### src/rtl/sfd_pkg.sv
// ----------------------------------------------------------------------------
// sfd_pkg
// Shared types and constants for the stuffed frame decoder.
// ----------------------------------------------------------------------------
package sfd_pkg;

    // Largest frame length honored; longer lengths are clamped to it
    localparam int unsigned MAX_FRAME = 4095;

    // Frame layout
    localparam logic [11:0] POS_OPC_HI   = 12'd1;
    localparam logic [11:0] POS_OPC_LO   = 12'd2;
    localparam logic [11:0] POS_BLK_HI   = 12'd3;
    localparam logic [11:0] POS_BLK_LO   = 12'd4;
    localparam logic [11:0] POS_PAYLOAD  = 12'd5;
    localparam logic [11:0] FRAME_OVHD   = 12'd6;
    localparam logic [11:0] MIN_LEN      = 12'd5;
    localparam logic [7:0]  CODE_MAX     = 8'hFF;

    // Result queue geometry
    localparam int unsigned QUEUE_DEPTH = 4;
    localparam int unsigned QPTR_W      = 2;
    localparam int unsigned QCNT_W      = 3;

    typedef enum logic [1:0] {
        ST_OK        = 2'd0,
        ST_MALFORMED = 2'd1,
        ST_SHORT     = 2'd2
    } t_status;

    typedef enum logic {
        KIND_DATA    = 1'b0,
        KIND_SUMMARY = 1'b1
    } t_kind;

    // Stuffing decoder phase
    typedef enum logic [3:0] {
        PH_CODE  = 4'b0001,
        PH_AFTER = 4'b0010,
        PH_COPY  = 4'b0100,
        PH_IDLE  = 4'b1000
    } t_phase;

    typedef struct packed {
        t_kind       kind;
        logic [7:0]  data_byte;
        logic [15:0] opcode;
        logic [15:0] block_number;
        logic [11:0] decoded_length;
        t_status     status;
        logic        last;
    } t_result;

    // Results produced by one request: cnt of 0, 1 or 2, in res0 then res1
    typedef struct packed {
        logic [1:0] cnt;
        t_result    res0;
        t_result    res1;
    } t_push;

endpackage

### src/rtl/sfd_step.sv
// ----------------------------------------------------------------------------
// sfd_step
// Per-byte frame tracking and stuffing decode; yields up to two results
// for every accepted request.
// ----------------------------------------------------------------------------
module sfd_step (
    input  logic          i_clk,
    input  logic          i_rst_n,
    input  logic          i_cfg_we,
    input  logic [7:0]    i_cfg_data,
    input  logic          i_accept,
    input  logic [7:0]    i_frame_byte,
    input  logic [11:0]   i_frame_length,
    output sfd_pkg::t_push o_push
);
    import sfd_pkg::*;

    typedef struct packed {
        t_phase     phase;
        logic [7:0] code;
        logic       err;
    } t_take;

    logic [7:0]  r_flag;
    logic [11:0] r_pos,   n_pos;
    t_phase      r_phase, n_phase;
    logic [7:0]  r_code,  n_code;
    logic [7:0]  r_rem,   n_rem;
    logic [15:0] r_opc,   n_opc;
    logic [15:0] r_blk,   n_blk;
    logic [11:0] r_count, n_count;
    logic        r_err,   n_err;

    logic [11:0] len_c;
    logic        is_last;
    logic [11:0] idx;
    logic [11:0] n_reg;
    logic        at_end;
    t_take       tk;
    t_push       push;

    // Code byte handling: reduce above flag, check for overrun
    function automatic t_take take_code(input logic [7:0]  x,
                                        input logic [11:0] ix,
                                        input logic [11:0] nn,
                                        input logic [7:0]  flag,
                                        input logic [7:0]  cur);
        t_take       t;
        logic [7:0]  c;
        c       = (x > flag) ? x - 8'd1 : x;
        t.phase = PH_AFTER;
        t.code  = c;
        t.err   = 1'b0;
        if (({1'b0, ix} + 13'd1) >= {1'b0, nn}) begin
            t.phase = PH_IDLE;
            t.code  = cur;
        end else if ((({1'b0, ix} + {5'b0, c}) > {1'b0, nn}) && (c != 8'd1)) begin
            t.phase = PH_IDLE;
            t.code  = cur;
            t.err   = 1'b1;
        end
        return t;
    endfunction

    function automatic t_result data_res(input logic [7:0] b);
        t_result r;
        r           = '0;
        r.kind      = KIND_DATA;
        r.data_byte = b;
        return r;
    endfunction

    // Length clamp and frame geometry
    always_comb begin
        len_c   = ({5'b0, i_frame_length} > 17'(MAX_FRAME)) ? 12'(MAX_FRAME)
                                                             : i_frame_length;
        is_last = ({1'b0, r_pos} + 13'd1) >= {1'b0, len_c};
        idx     = r_pos - POS_PAYLOAD;
        n_reg   = len_c - FRAME_OVHD;
        at_end  = ({1'b0, idx} + 13'd1) >= {1'b0, n_reg};
    end

    // Next state and results for the current request
    always_comb begin
        n_pos   = r_pos;
        n_phase = r_phase;
        n_code  = r_code;
        n_rem   = r_rem;
        n_opc   = r_opc;
        n_blk   = r_blk;
        n_count = r_count;
        n_err   = r_err;
        push    = '0;
        tk      = take_code(i_frame_byte, idx, n_reg, r_flag, r_code);

        if (i_accept) begin
            n_pos = r_pos + 12'd1;

            // header capture
            unique case (r_pos)
                POS_OPC_HI: n_opc = {i_frame_byte, r_opc[7:0]};
                POS_OPC_LO: n_opc = {r_opc[15:8], i_frame_byte};
                POS_BLK_HI: n_blk = {i_frame_byte, r_blk[7:0]};
                POS_BLK_LO: n_blk = {r_blk[15:8], i_frame_byte};
                default: ;
            endcase

            if (is_last) begin
                // summary closes the frame
                push.cnt              = 2'd1;
                push.res0             = '0;
                push.res0.kind        = KIND_SUMMARY;
                push.res0.last        = 1'b1;
                if (len_c < MIN_LEN) begin
                    push.res0.status = ST_SHORT;
                end else begin
                    push.res0.opcode       = n_opc;
                    push.res0.block_number = n_blk;
                    if (r_err) begin
                        push.res0.status = ST_MALFORMED;
                    end else begin
                        push.res0.status         = ST_OK;
                        push.res0.decoded_length = r_count;
                    end
                end
                n_pos   = '0;
                n_phase = PH_CODE;
                n_code  = '0;
                n_rem   = '0;
                n_opc   = '0;
                n_blk   = '0;
                n_count = '0;
                n_err   = 1'b0;
            end else if ((r_pos >= POS_PAYLOAD) && (len_c > FRAME_OVHD)) begin
                unique case (r_phase)
                    PH_CODE: begin
                        n_phase = tk.phase;
                        n_code  = tk.code;
                        n_err   = r_err | tk.err;
                    end
                    PH_AFTER: begin
                        if (i_frame_byte == r_flag) begin
                            n_phase = tk.phase;
                            n_code  = tk.code;
                            n_err   = r_err | tk.err;
                        end else if (r_code <= 8'd1) begin
                            push.cnt  = 2'd1;
                            push.res0 = data_res(r_flag);
                            n_phase   = tk.phase;
                            n_code    = tk.code;
                            n_err     = r_err | tk.err;
                        end else begin
                            push.cnt  = 2'd1;
                            push.res0 = data_res(i_frame_byte);
                            n_rem     = r_code - 8'd2;
                            if (n_rem == 8'd0) begin
                                n_phase = PH_CODE;
                                if ((r_code != CODE_MAX) && !at_end) begin
                                    push.cnt  = 2'd2;
                                    push.res1 = data_res(r_flag);
                                end
                            end else begin
                                n_phase = PH_COPY;
                            end
                        end
                    end
                    PH_COPY: begin
                        push.cnt  = 2'd1;
                        push.res0 = data_res(i_frame_byte);
                        n_rem     = r_rem - 8'd1;
                        if (n_rem == 8'd0) begin
                            n_phase = PH_CODE;
                            if ((r_code != CODE_MAX) && !at_end) begin
                                push.cnt  = 2'd2;
                                push.res1 = data_res(r_flag);
                            end
                        end
                    end
                    PH_IDLE: ;
                    default: ;
                endcase
                n_count = r_count + 12'(push.cnt);
            end
        end
    end

    assign o_push = push;

    // Configuration register
    always_ff @(posedge i_clk) begin
        if (!i_rst_n) begin
            r_flag <= '0;
        end else if (i_cfg_we) begin
            r_flag <= i_cfg_data;
        end
    end

    // Frame state
    always_ff @(posedge i_clk) begin
        if (!i_rst_n) begin
            r_pos   <= '0;
            r_phase <= PH_CODE;
            r_code  <= '0;
            r_rem   <= '0;
            r_opc   <= '0;
            r_blk   <= '0;
            r_count <= '0;
            r_err   <= 1'b0;
        end else begin
            r_pos   <= n_pos;
            r_phase <= n_phase;
            r_code  <= n_code;
            r_rem   <= n_rem;
            r_opc   <= n_opc;
            r_blk   <= n_blk;
            r_count <= n_count;
            r_err   <= n_err;
        end
    end

    // An overrun always parks the decoder until the frame ends
    a_err_idle: assert property (@(posedge i_clk) disable iff (!i_rst_n)
        r_err |-> (r_phase == PH_IDLE))
        else $error("error flag set outside idle phase");

    // State only moves on an accepted request
    a_pos_hold: assert property (@(posedge i_clk) disable iff (!i_rst_n)
        !i_accept |=> $stable(r_pos) && $stable(r_count))
        else $error("frame state moved without a request");

    // A summary travels alone
    a_summary_alone: assert property (@(posedge i_clk) disable iff (!i_rst_n)
        (push.cnt != 2'd0 && push.res0.kind == KIND_SUMMARY) |-> (push.cnt == 2'd1))
        else $error("summary pushed together with data");

endmodule

### src/rtl/sfd_res_queue.sv
// ----------------------------------------------------------------------------
// sfd_res_queue
// Small result queue: up to two pushes and one pop per cycle.
// ----------------------------------------------------------------------------
module sfd_res_queue (
    input  logic             i_clk,
    input  logic             i_rst_n,
    input  sfd_pkg::t_push   i_push,
    input  logic             i_pop,
    output logic             o_valid,
    output logic             o_space2,
    output sfd_pkg::t_result o_res
);
    import sfd_pkg::*;

    t_result             r_mem [QUEUE_DEPTH];
    logic [QPTR_W-1:0]   r_wr, n_wr;
    logic [QPTR_W-1:0]   r_rd, n_rd;
    logic [QCNT_W-1:0]   r_count, n_count;
    logic                pop;
    logic [QPTR_W-1:0]   wr1;

    assign pop      = i_pop && (r_count != '0);
    assign wr1      = r_wr + QPTR_W'(1);
    assign o_valid  = (r_count != '0);
    assign o_space2 = (r_count <= QCNT_W'(QUEUE_DEPTH - 2));
    assign o_res    = r_mem[r_rd];

    // Pointer and occupancy update
    always_comb begin
        n_wr    = r_wr + QPTR_W'(i_push.cnt);
        n_rd    = r_rd + QPTR_W'(pop);
        n_count = r_count + QCNT_W'(i_push.cnt) - QCNT_W'(pop);
    end

    // Entry storage
    always_ff @(posedge i_clk) begin
        if (i_push.cnt != 2'd0) begin
            r_mem[r_wr] <= i_push.res0;
        end
        if (i_push.cnt == 2'd2) begin
            r_mem[wr1] <= i_push.res1;
        end
    end

    always_ff @(posedge i_clk) begin
        if (!i_rst_n) begin
            r_wr    <= '0;
            r_rd    <= '0;
            r_count <= '0;
        end else begin
            r_wr    <= n_wr;
            r_rd    <= n_rd;
            r_count <= n_count;
        end
    end

    a_no_overflow: assert property (@(posedge i_clk) disable iff (!i_rst_n)
        r_count <= QCNT_W'(QUEUE_DEPTH))
        else $error("result queue overflow");

    a_push_space: assert property (@(posedge i_clk) disable iff (!i_rst_n)
        (i_push.cnt != 2'd0) |-> o_space2)
        else $error("push into a queue without room for two");

    a_ptr_gap: assert property (@(posedge i_clk) disable iff (!i_rst_n)
        (r_wr - r_rd) == QPTR_W'(r_count))
        else $error("queue pointers disagree with occupancy");

    a_summary_last: assert property (@(posedge i_clk) disable iff (!i_rst_n)
        o_valid |-> ((o_res.kind == KIND_SUMMARY) == o_res.last))
        else $error("summary kind and last flag disagree");

endmodule

### src/rtl/stuffed_frame_decoder_top.sv
// ----------------------------------------------------------------------------
// stuffed_frame_decoder_top
// Byte-wise frame decoder with COBS-style unstuffing and a frame summary.
// ----------------------------------------------------------------------------
// One frame byte is taken per request and a new request can be accepted every
// cycle; each byte is fully processed in the cycle it is accepted and its
// results (none, one or two decoded bytes, or one summary) go into a 4-entry
// result queue that hands out one result per cycle. Request ready is high
// while the queue holds two results or fewer, so the input stalls only when
// the output side is held off or when bursts of two-result bytes (a last
// copied byte followed by a restored flag byte) outpace the single output
// port. Decoded bytes flow out as they are known; a malformed frame is
// reported only in its summary, and the bytes already delivered for it must
// be dropped downstream. The user must write flag_value through i_cfg_we/
// i_cfg_data only while the block is idle; the block does not enforce this.
// ----------------------------------------------------------------------------
module stuffed_frame_decoder_top (
    input  logic        i_clk,
    input  logic        i_rst_n,
    input  logic        i_cfg_we,
    input  logic [7:0]  i_cfg_data,
    input  logic        i_valid,
    output logic        o_ready,
    input  logic [7:0]  i_frame_byte,
    input  logic [11:0] i_frame_length,
    output logic        o_valid,
    input  logic        i_ready,
    output logic        o_kind,
    output logic [7:0]  o_data_byte,
    output logic [15:0] o_opcode,
    output logic [15:0] o_block_number,
    output logic [11:0] o_decoded_length,
    output logic [1:0]  o_status,
    output logic        o_last
);
    import sfd_pkg::*;

    logic    accept;
    logic    space2;
    t_push   push;
    t_result res;

    assign o_ready = space2;
    assign accept  = i_valid && space2;

    // Frame tracking and unstuffing
    sfd_step u_step (
        .i_clk          (i_clk),
        .i_rst_n        (i_rst_n),
        .i_cfg_we       (i_cfg_we),
        .i_cfg_data     (i_cfg_data),
        .i_accept       (accept),
        .i_frame_byte   (i_frame_byte),
        .i_frame_length (i_frame_length),
        .o_push         (push)
    );

    // Result buffering toward the consumer
    sfd_res_queue u_queue (
        .i_clk    (i_clk),
        .i_rst_n  (i_rst_n),
        .i_push   (push),
        .i_pop    (i_ready),
        .o_valid  (o_valid),
        .o_space2 (space2),
        .o_res    (res)
    );

    assign o_kind           = res.kind;
    assign o_data_byte      = res.data_byte;
    assign o_opcode         = res.opcode;
    assign o_block_number   = res.block_number;
    assign o_decoded_length = res.decoded_length;
    assign o_status         = res.status;
    assign o_last           = res.last;

    a_push_only_on_accept: assert property (@(posedge i_clk) disable iff (!i_rst_n)
        !accept |-> (push.cnt == 2'd0))
        else $error("results produced without an accepted request");

    a_ready_after_pop: assert property (@(posedge i_clk) disable iff (!i_rst_n)
        (o_valid && i_ready && !accept && o_ready) |=> o_ready)
        else $error("ready low after a drain with no new request");

    a_data_fields_zero: assert property (@(posedge i_clk) disable iff (!i_rst_n)
        (o_valid && o_kind == KIND_DATA) |-> (o_status == ST_OK && !o_last))
        else $error("data result carries summary fields");

endmodule

### config.mk
export PLATFORM = sky130hd
export DESIGN_NAME = stuffed_frame_decoder_top
export DESIGN_NICKNAME = d
export VERILOG_FILES = /design/src/rtl/sfd_pkg.sv /design/src/rtl/sfd_step.sv /design/src/rtl/sfd_res_queue.sv /design/src/rtl/stuffed_frame_decoder_top.sv
export SDC_FILE = /design/constraint.sdc
export NUM_CORES = 1
export LEC_CHECK = 0
export ABC_CLOCK_PERIOD_IN_PS = 5800
export BUFFER_PORTS_ARGS = -buffer_cell sky130_fd_sc_hd__buf_2
export CAP_MARGIN = 20
export CORE_MARGIN = 10
export CORE_UTILIZATION = 40
export CTS_CLUSTER_DIAMETER = 30
export DETAILED_ROUTE_END_ITERATION = 8
export MAX_ROUTING_LAYER = met4
export PLACE_DENSITY = 0.58
export SYNTH_ARGS = -nofsm -noshare
export SYNTH_HDL_FRONTEND = slang
export SYNTH_SLANG_ARGS = --single-unit
### constraint.sdc
create_clock -name i_clk -period 5.8 [get_ports i_clk]
set_clock_uncertainty 0.15 [all_clocks]
set_input_delay 1.16 -clock i_clk [delete_from_list [all_inputs] [get_ports i_clk]]
set_output_delay 1.16 -clock i_clk [all_outputs]
set_load 0.05 [all_outputs]
==> results of run 1 <==
-- state kept, by name, indices dropped and copies added, names as in the netlist, 3 cells and up --
name / count
u_queue.r_count: 3
u_queue.r_mem: 220
u_step.r_blk: 16
u_step.r_code: 8
u_step.r_count: 12
u_step.r_flag: 8
u_step.r_opc: 16
u_step.r_phase: 4
u_step.r_pos: 12
u_step.r_rem: 8
-- report_power, final --
group | total, W | internal, W | switching [W] | leakage, nW
registers | 0.00229 | 0.00223 | 0.0000584 | 2.60
logic | 0.00158 | 0.000581 | 0.000998 | 5.21
clock network | 0.00456 | 0.00314 | 0.00142 | 1.38
-- worst max-delay path: stages --
cell and delay [ns]:
buf_2 0.11, ha_1 0.30, nor2b_1 0.13, o211ai_1 0.17
a21oi_1 0.14, o21ai_2 0.23, nand2_1 0.07, o21ai_0 0.11
ha_1 0.28, a21o_1 0.19, a21oi_2 0.15, o21bai_1 0.07
a21oi_1 0.21, nor2b_1 0.10, o41ai_2 0.32, nor2_1 0.10
xnor2_1 0.15, ha_1 0.31, o21ai_1 0.21, nor3_1 0.08
a2111o_1 0.41, nand2_1 0.07, a22oi_1 0.12, buf_12 0.17
o41a_1 0.39, o21ai_1 0.09
-- placed cells by master, fill, tap and decap left out, types with 32 or more instances in the layout --
| cell | count |
|---|---|
| o21ai_0 | 39 |
| o31ai_1 | 48 |
| a22o_1 | 33 |
| ha_1 | 69 |
| inv_1 | 97 |
| xor2_1 | 33 |
| nor2_1 | 154 |
| nand2_1 | 264 |
| buf_4 | 83 |
| xnor2_1 | 46 |
| edfxtp_1 | 32 |
| a22oi_1 | 46 |
| a31oi_1 | 95 |
| nand3_1 | 184 |
| a21oi_1 | 119 |
| nor3_1 | 40 |
| clkbuf_16 | 83 |
| dfxtp_1 | 278 |
| buf_2 | 90 |
| mux4_2 | 55 |
-- cell families after synthesis --
group,Yosys count,share of synthesized area [%]
simple gates,807,21.2
compound gates,509,18.9
buf+inv,276,6.33
flops,312,36.5
fa+ha+maj,72,5.13
xor+xnor,79,3.84
mux,78,8.16
-- routing by layer --
layer  vias to the layer above  share of wire (%)
met5                         -                  0
met2                       632                 48
met3                       113                6.5
li1                       7912                  -
met1                      8123                 42
met4                         0                3.0
-- final cells by class --
type                            count  area [um2]
Clock inverter                     46         531
Sequential cell                   312        6570
Timing Repair Buffer              178        1160
Inverter                           97         364
Multi-Input combinational cell   1545       10400
Tap cell                          592         741
Fill cell                        4171       22200
Clock buffer                      104        2290
-- worst max path at each step --
stage	start	end	slack (ns)	cells past startpoint
5_1_grt	i_frame_byte[1]	u_step.r_code[7]	0.02	25
3_5_place_dp	i_frame_byte[1]	u_step.r_code[6]	-0.25	26
6_report	i_frame_byte[1]	u_step.r_code[6]	0.34	26
4_1_cts	i_frame_byte[1]	u_step.r_code[6]	0.38	26
2_1_floorplan	i_frame_byte[0]	u_step.r_code[4]	0.03	27
3_3_place_gp	i_frame_byte[7]	u_step.r_code[3]	-0.09	23
-- metrics by stage --
| stage | TNS, ns | std cells | utilization [%] |
|---|---|---|---|
| 6_report | 0 | 2874 | 49.8 |
| 5_1_grt | 0 | 2874 | 49.8 |
| 4_1_cts | 0 | 2874 | 49.8 |
| 3_5_place_dp | -2.08 | 2724 | 43.4 |
| 3_3_place_gp | -0.531 | 2724 | 43.4 |
| 2_1_floorplan | 0 | 2133 | - |
==> flow_summary.yaml, run 1 <==
global_routing:
  grtUsageMet2_pct: 35.6
  grt_pass1_vias: 16333
  antenna_found_initial: 0
  track_usage_pct: 22.1
  met3_usage_pct: 3.60
  grt_pass1_wl_um: 92600
  gr-usage-met1_pct: 27.2
  grt_max_degree: 75
  grt_remaining_overflow: 0
  busiest_layer: "met2"
synthesis:
  synthTopCellsByArea: "dfxtp_1, mux4_2, nand2_1"
  syn_area_per_cell_um2: 8.44
  postSynthCellCount: 2133
  synth_common_cells: "dfxtp_1, nand2_1, nand3_1"
  post-synth-top-area-cell: "dfxtp_1"
  synth_nets: 2238
  ys_ff_latch: 312
  ys_warn_count: 0
  yosysSeqAreaShare_pct: 36.5
  yosysMostFrequentCell: "dfxtp_1"
  syn_area_um2: 18000
  synth_top_area_share_pct: 31.1
  yosysUniqueCellTypes: 77
  synth_ff_type: "dfxtp_1"
  synth_edf_count: 32
  ys_async_sr_fraction_pct: 0
power:
  power_density_nw_per_um2: 382
  total_power_w: 0.00842
  max-vdd-ir-drop_v: 0.000247
  p_leak_nw: 9.19
clock_network:
  h-tree-depth: 3
  post-cts-setup-buffer-count: 0
  clockRootBuffer: "clkbuf_16"
  cts_tree: "yes"
  cts_max_path_buffers: 3
  cts_num_sinks: 312
  ctsResizeCount: 0
  cts_buffers: 82
  ctsHoldBuffers: 0
  clk_pin_slew_ns: 0.05
  insertion_delay_ns: 0.61
route:
  vias_per_cell: 5.84
  ant_nets: 0
  drt_iter0_drc: 1625
  wl_per_cell_um: 20.7
  wl_um: 59500
  vias: 16780
  drc_errors: 0
  drt_first_pass_iters: 5
worst_setup_path:
  r2r-start: "u_step.r_pos[1]"
  rr_endpoint: "u_step.r_count[10]"
  ff2ff_setup_slack_ns: 0.40
  ff2ff_path_depth: 24
  crit_fanout: 14
  crit_path_start_kind: "input pin"
  critPathKind: "input pin to flip-flop"
  worstPathArrival_ns: 5.84
  cp-end-kind: "flip-flop"
  worstPathRequired_ns: 6.18
timing:
  period_minus_slack_ns: 5.46
  min_period_over_period_pct: 94.1
  slew_headroom_pct: 22.6
  rsz0062_at_grt: "no"
  fin_hold_ws_ns: 0.302
  timing.final.ws_setup_ns: 0.344
  tightest_slew_ns: 1.16
  finalSetupViolations: 0
  hold_viol: 0
  clock.fmax_mhz: 183
  slew_viol_final: 0
layout:
  area_growth_pct: 22.6
  final_cell_area_um2: 22100
  drive_above_1_share_pct: 18.6
  fin_nets: 2321
  antennaDiodeCount: 0
floorplan:
  initial_utilization_pct: 40.6
  io_pins: 91
  core.rowCount: 77
  core_region_area_um2: 44300
  die_area_um2: 53900
  die_h_um: 232
  fp.dieW_um: 232
placed_design:
  gp_congestion: 0.911
  dp_slack_ns: -0.251
  dp_hpwl_um: 37900
  io_buffers: 90
  placed_area_um2: 19200
run_status:
  status: "finished, final reports clean"
min_path:
  hold_class: "flip-flop to flip-flop"
  min_to: "u_step.r_blk[7]"
  min_path_cells: 2
  holdCritStartpoint: "u_step.r_blk[7]"
run:
  drv_cap: 0
No activity file was read; power rests on OpenSTA's default activity.
==> run 2: changes to the inputs <==
- ABC_CLOCK_PERIOD_IN_PS: 5800 -> 7050
- CORE_MARGIN: 10 -> 4
- PLACE_DENSITY: 0.58 -> 0.56
- clock period: 5.8 -> 7.05 ns (I/O delays scaled with it)
==> run 2 against run 1 <==
Routed wire length grew 1.6%. First-iteration DRC count shrank 14%. Total power shrank 13%. Sequential power shrank 16%. Critical endpoint is now u_step.r_phase[3]. Largest power group unchanged. Utilization is essentially flat. Design area is essentially flat. Combinational power shrank 25%. Critical path depth grew 1. Setup slack gained 0.43 ns. Count of clock-buffer cells in the layout shrank 13. Global-route usage grew 3.2 points.
==> flow_summary.yaml, run 2 (same netlist as run 1, synthesis figures left out) <==
run_status:
  status: "finished, final reports clean"
timing:
  min_period_over_period_pct: 89.1
  slew_viol_final: 0
  finalSetupTns_ns: 0
  timing.final.ws_setup_ns: 0.771
  finalSetupViolations: 0
  period_minus_slack_ns: 6.28
  clock.fmax_mhz: 159
  hold_viol: 0
  tightest_slew_ns: 1.08
  slew_headroom_pct: 27.7
  rsz0062_at_grt: "no"
clock_network:
  insertion_delay_ns: 0.61
  clk_pin_slew_ns: 0.05
  cts_buffers: 81
  h-tree-depth: 3
  cts_num_sinks: 312
  ctsHoldBuffers: 0
  cts_tree: "yes"
  cts_max_path_buffers: 3
  clockRootBuffer: "clkbuf_16"
layout:
  final_cell_area_um2: 22100
  top_regs: "u_queue.r_mem (220), u_step.r_blk (16), u_step.r_opc (16)"
  fin_nets: 2287
  regArea_um2: 6570
  area_growth_pct: 22.5
  instances_no_fill: 2843
  antennaDiodeCount: 0
  post-route-util_pct: 49.8
  fill_cells: 4167
  regMostFlops: "u_queue.r_mem"
  mostFrequentLayoutCell: "dfxtp_1"
  drive_above_1_share_pct: 17.2
  final_cell_mix: "dfxtp_1, nand2_1, nand3_1"
  multiInputGateArea_um2: 10400
  largest_reg_flops: 220
global_routing:
  grt_pass1_wl_um: 94200
  grt_max_degree: 92
  grt_remaining_overflow: 0
  antenna_found_initial: 0
  track_usage_pct: 25.3
  grt_pass1_vias: 16610
worst_setup_path:
  worstPathRequired_ns: 7.41
  critPathBufInv: 4
  cp_top_family: "compound AO/OA/AOI/OAI gates"
  cp-end-kind: "flip-flop"
  startpoint: "i_frame_byte[1]"
  crit_fanout: 15
  cpMaxStageDelayCell: "a22oi_2"
  critPathKind: "input pin to flip-flop"
  r2r-start: "u_step.r_pos[2]"
  crit_path_start_kind: "input pin"
  critPathMaxStageDelay_ns: 0.64
  crit_top_cell: "o21ai_0"
  worstPathArrival_ns: 6.64
min_path:
  hold_class: "flip-flop to flip-flop"
  holdCritStartpoint: "u_step.r_blk[4]"
route:
  m1WireLength_um: 26400
  vias_per_cell: 5.86
  drt_first_pass_iters: 6
  ant_nets: 0
  drt_iter0_drc: 1397
  dr_wl_met2_um: 28900
  wl_um: 60400
  drc_errors: 0
  vias: 16666
  route.met3.wl_um: 3220
  dr.max_layer_used: "met4"
  wl_per_cell_um: 21.3
power:
  max-vdd-ir-drop_v: 0.000176
  p_leak_nw: 9.13
  power_density_nw_per_um2: 331
floorplan:
  fp.dieW_um: 220
  core.rowCount: 77
  die_h_um: 220
  core_region_area_um2: 44300
  initial_utilization_pct: 40.6
  die_area_um2: 48400
  io_pins: 91
placed_design:
  placed_area_um2: 18900
  dp_hpwl_um: 38300
  dp_slack_ns: -0.0393
  gp_congestion: 0.911
  place_inst: 2690
  io_buffers: 90
run:
  drv_cap: 0
-- run 2: timing repair --
action / 4_1_cts / 5_1_grt
endpoints found under the setup margin: 0 / 3
resized for setup: 0 / 1
endpoints found under the hold margin: 0 / 0
setup buffers: 0 / 0
-- run 2: tightest hold or removal path, stage by stage (launching register included) --
cell and delay (ns):
dfxtp_1 0.30, nand2_1 0.05, a21oi_1 0.05
-- run 2: cell type report --
type | count | area share (%)
Clock buffer | 91 | 9.63
Clock inverter | 61 | 4.53
Multi-Input combinational cell | 1545 | 47.1
Tap cell | 592 | 3.36
Inverter | 97 | 1.65
Timing Repair Buffer | 145 | 3.97
Sequential cell | 312 | 29.8
-- run 2: final timing paths --
kind	endpoint	slack, ns	depth (start not counted)
max	u_step.r_phase[3]	0.77	27
min	u_step.r_blk[4]	0.30	2
max reg2reg	u_queue.r_mem[1][47]	0.84	15
min reg2reg	u_step.r_blk[4]	0.30	2
-- run 2: where the power goes --
group	switching (W)	internal (W)
logic	0.000760	0.000434
clock network	0.00123	0.00296
registers	0.0000879	0.00183
-- run 2: routing by layer --
| metal | GRT usage, % | vias to the layer above |
|---|---|---|
| met5 | - | - |
| met1 | 31.8 | 8167 |
| met3 | 4.05 | 115 |
| met4 | 9.17 | 0 |
| li1 | - | 7842 |
| met2 | 41.2 | 542 |
-- run 2: metrics by stage --
step / hold WS, ns / total power, W
2_1_floorplan: 0.286 / 0.00284
3_3_place_gp: 0.293 / 0.00313
3_5_place_dp: 0.298 / 0.00315
4_1_cts: 0.302 / 0.00736
5_1_grt: 0.321 / 0.00756
6_report: 0.301 / 0.00731
==> run 3: changes to the inputs <==
--- a/config.mk
+++ b/config.mk
@@ -16,2 +16,3 @@
 export PLACE_DENSITY = 0.56
+export SLEW_MARGIN = 20
 export SYNTH_ARGS = -nofsm -noshare
--- a/constraint.sdc
+++ b/constraint.sdc
@@ -4,2 +4,2 @@
 set_output_delay 1.41 -clock i_clk [all_outputs]
-set_load 0.05 [all_outputs]
+set_load 0.1 [all_outputs]
==> run 3 against run 2 <==
First-iteration DRC count up 5.3%. Combinational power up 24%. Cell count down 0.25%. Total power down 0.23%. Critical path depth down 2. Die area unchanged. Count of clock-buffer cells in the layout down 5. Critical path type unchanged. Highest routed layer unchanged.
==> flow_summary.yaml, run 3 (same netlist as run 1, synthesis figures left out) <==
floorplan:
  core_region_area_um2: 44300
  io_pins: 91
  initial_utilization_pct: 40.6
  die_area_um2: 48400
  die_h_um: 220
  fp.dieW_um: 220
  core.rowCount: 77
route:
  ant_nets: 0
  vias: 16597
  wl_per_cell_um: 20.8
  drc_errors: 0
  wl_um: 59100
  drt_iter0_drc: 1471
  vias_per_cell: 5.85
  drt_first_pass_iters: 6
worst_setup_path:
  crit_fanout: 10
  crit_path_start_kind: "input pin"
  cp-end-kind: "flip-flop"
  cpMaxStageDelayCell: "o41ai_1"
  worstPathRequired_ns: 7.44
  critPathMaxStageDelay_ns: 0.48
  worstPathArrival_ns: 6.72
  critPathKind: "input pin to flip-flop"
  ff2ff_setup_slack_ns: 0.74
layout:
  mostFrequentLayoutCell: "dfxtp_1"
  instances_no_fill: 2836
  fill_cells: 4174
  largest_reg_flops: 220
  fin_nets: 2285
  regMostFlops: "u_queue.r_mem"
  multiInputGateArea_um2: 10400
  final_cell_area_um2: 21800
  top_regs: "u_queue.r_mem (220), u_step.r_blk (16), u_step.r_opc (16)"
  regArea_um2: 6570
  area_growth_pct: 21.3
  drive_above_1_share_pct: 17.1
  final_cell_mix: "dfxtp_1, nand2_1, nand3_1"
run:
  drv_cap: 0
clock_network:
  h-tree-depth: 3
  insertion_delay_ns: 0.62
  clockRootBuffer: "clkbuf_16"
  ctsResizeCount: 0
  clk_pin_slew_ns: 0.04
  cts_tree: "yes"
  cts_buffers: 79
  post-cts-setup-buffer-count: 0
  cts_max_path_buffers: 3
  ctsHoldBuffers: 0
  cts_num_sinks: 312
timing:
  rsz0062_at_grt: "no"
  slew_headroom_pct: 27.7
  hold_viol: 0
  min_period_over_period_pct: 89.8
  slew_viol_final: 0
  tightest_slew_ns: 1.08
  clock.fmax_mhz: 158
  period_minus_slack_ns: 6.33
  finalSetupViolations: 0
power:
  max-vdd-ir-drop_v: 0.000202
  p_leak_nw: 9.03
  power_density_nw_per_um2: 334
placed_design:
  gp_congestion: 0.908
  dp_hpwl_um: 37900
  place_inst: 2690
  io_buffers: 90
  placed_area_um2: 18900
global_routing:
  antenna_found_initial: 0
  grt_pass1_wl_um: 93400
  track_usage_pct: 25.0
  grt_pass1_vias: 16121
  grt_remaining_overflow: 0
  grt_max_degree: 92
min_path:
  hold_class: "flip-flop to flip-flop"
run_status:
  status: "finished, final reports clean"
==> run 3: cell count changes in the layout (fill, tap and decap cells not counted), sizes merged <==
| cell | previous run | this run |
|---|---|---|
| inv | 102 | 103 |
| clkinv | 30 | 31 |
| diode | 0 | 1 |
| clkbuf | 92 | 87 |
| clkinvlp | 5 | 6 |
| bufinv | 21 | 15 |
==> run 3: final cells by class <==
cell class	count	share of cell area [%]
antenna	1	0.0115
multi-input combinational	1545	47.6
inverter	97	1.67
clock inverter	58	3.85
timing repair buffer	145	4.01
clock buffer	86	9.41
tap	592	3.39
sequential	312	30.1
==> run 3: stage by stage <==
step	setup slack [ns]	TNS [ns]	power, W	hold slack (ns)	util (%)
2_1_floorplan	0.612	0	0.00311	0.286	-
3_3_place_gp	0.122	0	0.00342	0.293	42.7
3_5_place_dp	-0.0405	-0.0635	0.00344	0.297	42.7
4_1_cts	0.577	0	0.00735	0.303	49.2
5_1_grt	0.254	0	0.00756	0.321	49.3
6_report	0.720	0	0.00729	0.302	49.3
==> run 3: power by group <==
part	switching [W]	total [W]	internal [W]
combinational	0.00105	0.00148	0.000436
clock	0.00121	0.00389	0.00267
sequential	0.0000859	0.00192	0.00183
==> run 3: worst paths after layout <==
| kind | from | end | cells after the start |
|---|---|---|---|
| worst max-delay path | i_frame_byte[1] | u_step.r_code[2] | 25 |
| worst min-delay path | u_step.r_blk[5] | u_step.r_blk[5] | 2 |
| worst max register to register | u_step.r_pos[2] | u_queue.r_mem[1][47] | 15 |
| worst min register to register | u_step.r_blk[5] | u_step.r_blk[5] | 2 |
==> run 3: layer usage <==
| metal | vias to the layer above | wire length [um] | track usage (%) |
|---|---|---|---|
| met2 | 510 | 28300 | 39.9 |
| met1 | 8135 | 26200 | 32.8 |
| met3 | 103 | 3060 | 3.85 |
| li1 | 7849 | - | - |
| met5 | - | 0 | - |
| met4 | 0 | 1550 | 8.21 |
==> run 3: worst max-delay path, delay by kind of cell <==
family,cells,cell delay [ns]
XOR/XNOR,1,0.15
buffers and inverters,2,0.37
adder cells (fa/ha/maj),3,0.87
AO/OA/AOI/OAI,13,3.29
AND/OR/NAND/NOR,6,0.61
